<file path="src/design/mip_layout_transition_tracker_macros.svh">
// Assertion macros shared by the tracker RTL.
`ifndef MIP_LAYOUT_TRANSITION_TRACKER_MACROS_SVH
`define MIP_LAYOUT_TRANSITION_TRACKER_MACROS_SVH

// The condition implies the property in the same cycle.
`define MLTT_ASSERT_IMP(lbl, cond, prop) \
  lbl: assert property (@(posedge clk) disable iff (!rst_n) (cond) |-> (prop)) \
    else $error("mltt assertion failed");

// The condition implies the property in the next cycle.
`define MLTT_ASSERT_NXT(lbl, cond, prop) \
  lbl: assert property (@(posedge clk) disable iff (!rst_n) (cond) |=> (prop)) \
    else $error("mltt assertion failed");

`endif

</file>
<file path="src/design/mltt_ram.sv">
module mltt_ram #(
  parameter int WIDTH = 8,
  parameter int DEPTH = 16
) (
  input  logic                                   clk,
  input  logic                                   we,
  input  logic [(DEPTH > 1 ? $clog2(DEPTH) : 1)-1:0] waddr,
  input  logic [WIDTH-1:0]                       wdata,
  input  logic                                   re,
  input  logic [(DEPTH > 1 ? $clog2(DEPTH) : 1)-1:0] raddr,
  output logic [WIDTH-1:0]                       rdata
);

  logic [WIDTH-1:0] mem [DEPTH];

  always_ff @(posedge clk) begin
    if (we) begin
      mem[waddr] <= wdata;
    end
    if (re) begin
      rdata <= mem[raddr];
    end
  end

endmodule

</file>
<file path="config.mk">
export PLATFORM = sky130hd
export DESIGN_NAME = mltt_ram
export DESIGN_NICKNAME = d
export VERILOG_FILES = /design/src/design/mip_layout_transition_tracker_macros.svh /design/src/design/mltt_ram.sv
export SDC_FILE = /design/constraint.sdc
export NUM_CORES = 1
export LEC_CHECK = 0
export ABC_AREA = 1
export BUFFER_PORTS_ARGS = -buffer_cell sky130_fd_sc_hd__buf_4
export CAP_MARGIN = 5
export CELL_PAD_IN_SITES_DETAIL_PLACEMENT = 1
export CELL_PAD_IN_SITES_GLOBAL_PLACEMENT = 1
export CORE_MARGIN = 3
export CORE_UTILIZATION = 52
export DETAILED_ROUTE_END_ITERATION = 6
export PLACE_DENSITY_LB_ADDON = 0.1
export SLEW_MARGIN = 10
export SYNTH_ARGS = -nofsm -noshare
export SYNTH_HDL_FRONTEND = slang
export SYNTH_SLANG_ARGS = --single-unit
</file>
<file path="constraint.sdc">
create_clock -name clk -period 1.9 [get_ports clk]
set_input_delay 0.475 -clock clk [delete_from_list [all_inputs] [get_ports clk]]
set_output_delay 0.475 -clock clk [all_outputs]
set_load 0.01 [all_outputs]
</file>
---- Word-level counts from Yosys, hierarchy flattened ----
Memories as Yosys holds them, arrays and structs flattened. A register that Yosys moved wholly into a read port is not among the register bits.
Cells that the tools add are included.
word-level totals
  bits in writable memories ............... 128
  output and inout port bits .............. 8
  register bits after elaboration ......... 0
  bits in latches ......................... 0
  memories kept ........................... 1
  input bits .............................. 19
  word-level logic and storage cells ...... 3
  ROM bits ................................ 0
cells by class
  add/sub/neg operators ................... 0
  multipliers ............................. 0
  $lt $le $gt $ge ......................... 0
  reductions and logical operators ........ 0
  equality and inequality tests ........... 0
  shift operators ......................... 0
  bitwise operators ....................... 0
  mux-type cells .......................... 2
  div/mod/pow operators ................... 0
memory list
  name  depth  bits a word  read ports  clocked after memory_dff  wr ports  line            source
  mem   16     8            1           1                         1         mltt_ram.sv:14  logic [WIDTH-1:0] mem [DEPTH];
operator list
  operator  number
  $mux 1    2

---- Depth between registers and ports, before layout ----
  depth after elaboration ................. 2
  mapped depth ............................ 8
  gate-level depth less buffers ........... 7

---- Worst setup path after synthesis ----
OpenSTA, ideal clock, no wires.
  path type ............................... input -> register
  start point ............................. input waddr[2] (netlist bit)
  end point ............................... memory mem[10][0] (enable)
  arrival time ............................ 1.056 ns
  buffers on the path ..................... 0
  setup time .............................. 0.370 ns
  required time ........................... 1.530 ns
  setup slack ............................. 0.474 ns
  stages .................................. 2
  path through ............................ nand3b_1 -> nor2_1
RTL lines
  element          line            source
  start, declared  mltt_ram.sv:7   input logic [(DEPTH > 1 ? $clog2(DEPTH) : 1)-1:0] waddr,
  end, declared    mltt_ram.sv:14
No word-level cell before the write port.

---- Worst setup path in the final report ----
  start point ............................. register rdata[0], read port of mem
  end point ............................... output rdata[0]
RTL lines
  element          line            source
  start, declared  mltt_ram.sv:11  output logic [WIDTH-1:0] rdata
No word-level cell between the ends.

==> flow_metrics.env <==
export IMPL_antenna_found_initial=0
export IMPL_clk_path_buf_depth=2
export IMPL_worstSkewPairLatency_ns=0.42
export IMPL_numPortBuffers=26
export IMPL_drc_errors=0
export IMPL_place_area_um2=6300
export IMPL_synth_top_area_cell="edfxtp_1"
export IMPL_pre_cts_ws_ns=0.105
export IMPL_drt_total_wl_um=16100
export IMPL_cts_clk_slew_worst_paths_ns=0.06
export IMPL_grt_pass1_wl_um=25100
export IMPL_hold_slack_ns=0.371
export IMPL_reg2reg_to="rdata[0]"
export IMPL_worst_slew_pin_slew_ns=0.402
export IMPL_start_kind="flip-flop"
export IMPL_grt_pass1_vias=4447
export IMPL_hold_path_startpoint="re"
export IMPL_syn_to_final_growth_pct=17.3
export IMPL_rrSetupSlack_ns=0.65
export IMPL_drv_cap=0
export IMPL_htreeDepth=4
export IMPL_timing_critical_path_buf_inv=1
export IMPL_rr_worst_depth=6
export IMPL_drtPass1Iterations=5
export IMPL_numClockSinks=136
export IMPL_dpl_hpwl_um=9900
export IMPL_grt_start_max_net_pins=33
export IMPL_nFillCells=1158
export IMPL_drt_iter0_drc=283
export IMPL_skew_ns=0.00544
export IMPL_vdd_ir_drop_max_v=0.000597
export IMPL_place_congestion=0.783
export IMPL_crit_chain="buf_4"
export IMPL_vias=4093
export IMPL_p_per_area_nw_per_um2=1020
export IMPL_min_period_over_period_pct=79.5
export IMPL_ys_seq_elements=136
export IMPL_fp_dieArea_um2=12600
export IMPL_r2r_start="mem[7][0]"
export IMPL_dp_cells=719
export IMPL_synthCells=551
export IMPL_fin_ws_ns=0.389
export IMPL_cts_tree="built"
export IMPL_die_w_um=112
export IMPL_pin_count=27
export IMPL_final_cells=751
export IMPL_relSlewSlack_pct=73.2
export IMPL_worstSetupEndpointType="output pin"
export IMPL_ctsResizeCount=0
export IMPL_groute_usage_overall_pct=27.2
export IMPL_fin_crit_ns=1.51
export IMPL_cts_setup_buffers=0
export IMPL_hold_viol=0
export IMPL_start_util_pct=53.5
export IMPL_power_mw=7.02
export IMPL_coreArea_um2=10900
export IMPL_synth_seq_area_share_pct=69.8
export IMPL_wire_per_inst_um=21.4
export IMPL_synth_top_cell_area_share_pct=69.8
export IMPL_diodes=0
export IMPL_path_class="reg -> out"
export IMPL_avgSynthCellArea_um2=10.6
export IMPL_holdBufCountCts=0
export IMPL_cp_slowest_stage_delay_ns=0.44
export IMPL_final_area_um2=6860
export IMPL_setup_tns_ns=0
export IMPL_yosysWarningCount=0
export IMPL_timing_fmax_mhz=662
export IMPL_row_count=38
export IMPL_vias_per_cell=5.45
export IMPL_crit_required_ns=1.42
export IMPL_finish_utilization_pct=62.7
export IMPL_setup_viol=0
export IMPL_synthesis_area_um2=5850
export IMPL_synth_area_top_cells="edfxtp_1 (70%), nand2_1 (11%), nand3_1 (8.3%)"
export IMPL_rsz0062_at_grt="false"
export IMPL_arrival_ns=1.04
export IMPL_syn_nets=570
export IMPL_holdPathEnd="rdata[3]"
export IMPL_grt_overflow=0
export IMPL_status="finished clean"
export IMPL_finalMaxSlewViolations=0
export IMPL_path_delay_family="flip-flops"
export IMPL_layout_nets=617
export IMPL_final_antenna_net_count=0
export IMPL_die_y_um=112
export IMPL_cts_root_buf="clkbuf_16"
export IMPL_path_max_fanout=1
export IMPL_whs_path_depth=1
export IMPL_leakagePower_nw=2.96
export IMPL_hp_class="in -> reg"
export IMPL_cp_slowest_cell="edfxtp_1"
export IMPL_cts_inserted_buffers=17
export IMPL_yosysUniqueCellTypes=11
export IMPL_layout_drive_gt1_share_pct=13.6
worst max path at each step:
| stage | startpoint | endpoint | slack, ns | depth (start not counted) |
|---|---|---|---|---|
| final | rdata[0] | rdata[0] | 0.39 | 1 |
| after global routing | rdata[0] | rdata[0] | 0.37 | 1 |
| after CTS | rdata[0] | rdata[0] | 0.39 | 1 |
| after detailed placement | raddr[0] | rdata[3] | 0.10 | 8 |
| after global placement | raddr[0] | rdata[3] | 0.16 | 8 |
| after floorplan | waddr[2] | mem[10][0] | 0.47 | 2 |
registers in the layout, summed over array words and instances, names as in the netlist:
signal,flops
mem,128
rdata,8
routing by layer:
metal	up-vias	part of all wire, %	track usage (%)
met5	-	0	0
met4	0	2.4	10.4
met3	35	6.4	5.01
met2	159	49	44.9
met1	2023	42	36.4
li1	1876	-	-
synthesized netlist by cell type (all sizes together):
| master | instances |
|---|---|
| nand3b | 2 |
| buf | 24 |
| nor2 | 17 |
| nand3 | 97 |
| edfxtp | 136 |
| nand2 | 173 |
| inv | 102 |
layout make-up:
| cell class | count | area (um2) | share of cell area [%] |
|---|---|---|---|
| Inverter | 102 | 383 | 5.58 |
| Timing Repair Buffer | 52 | 440 | 6.42 |
| Clock buffer | 17 | 425 | 6.20 |
| Sequential cell | 136 | 4080 | 59.6 |
| Clock inverter | 15 | 136 | 1.99 |
| Tap cell | 140 | 175 | 2.55 |
| Multi-Input combinational cell | 289 | 1210 | 17.7 |
where the power goes:
part / internal, mW / total (mW) / leakage, nW / switching, mW
clock network: 1.90 / 3.14 / 0.259 / 1.24
logic: 0.151 / 0.476 / 1.47 / 0.326
registers: 3.38 / 3.40 / 1.24 / 0.0225
kinds of logic (layout without fill, tap and decap cells):
kind of cell	count (synthesis)	count (layout)	share of synthesized area [%]
AND/OR/NAND/NOR	289	289	20.8
flip-flops	136	136	69.8
buffers and inverters	126	186	9.39
placed cells by master (no fill, tap or decap):
master and instances:
bufinv_16 2, edfxtp_1 136, nand3_1 97, inv_2 2, nand3b_1 2, buf_4 48
clkinv_1 3, buf_12 4, nand2_1 173, inv_1 100, clkinv_2 4, clkinvlp_4 6
clkbuf_16 17, nor2_1 17
worst register-to-register path, cell delays in order (launching register included):
cell	delay (ns)
edfxtp_1	0.39
inv_1	0.08
nand2_1	0.07
nand3_1	0.12
nand3_1	0.10
nand3_1	0.17
nand2_1	0.07
Power figures use the tool's default switching activity.
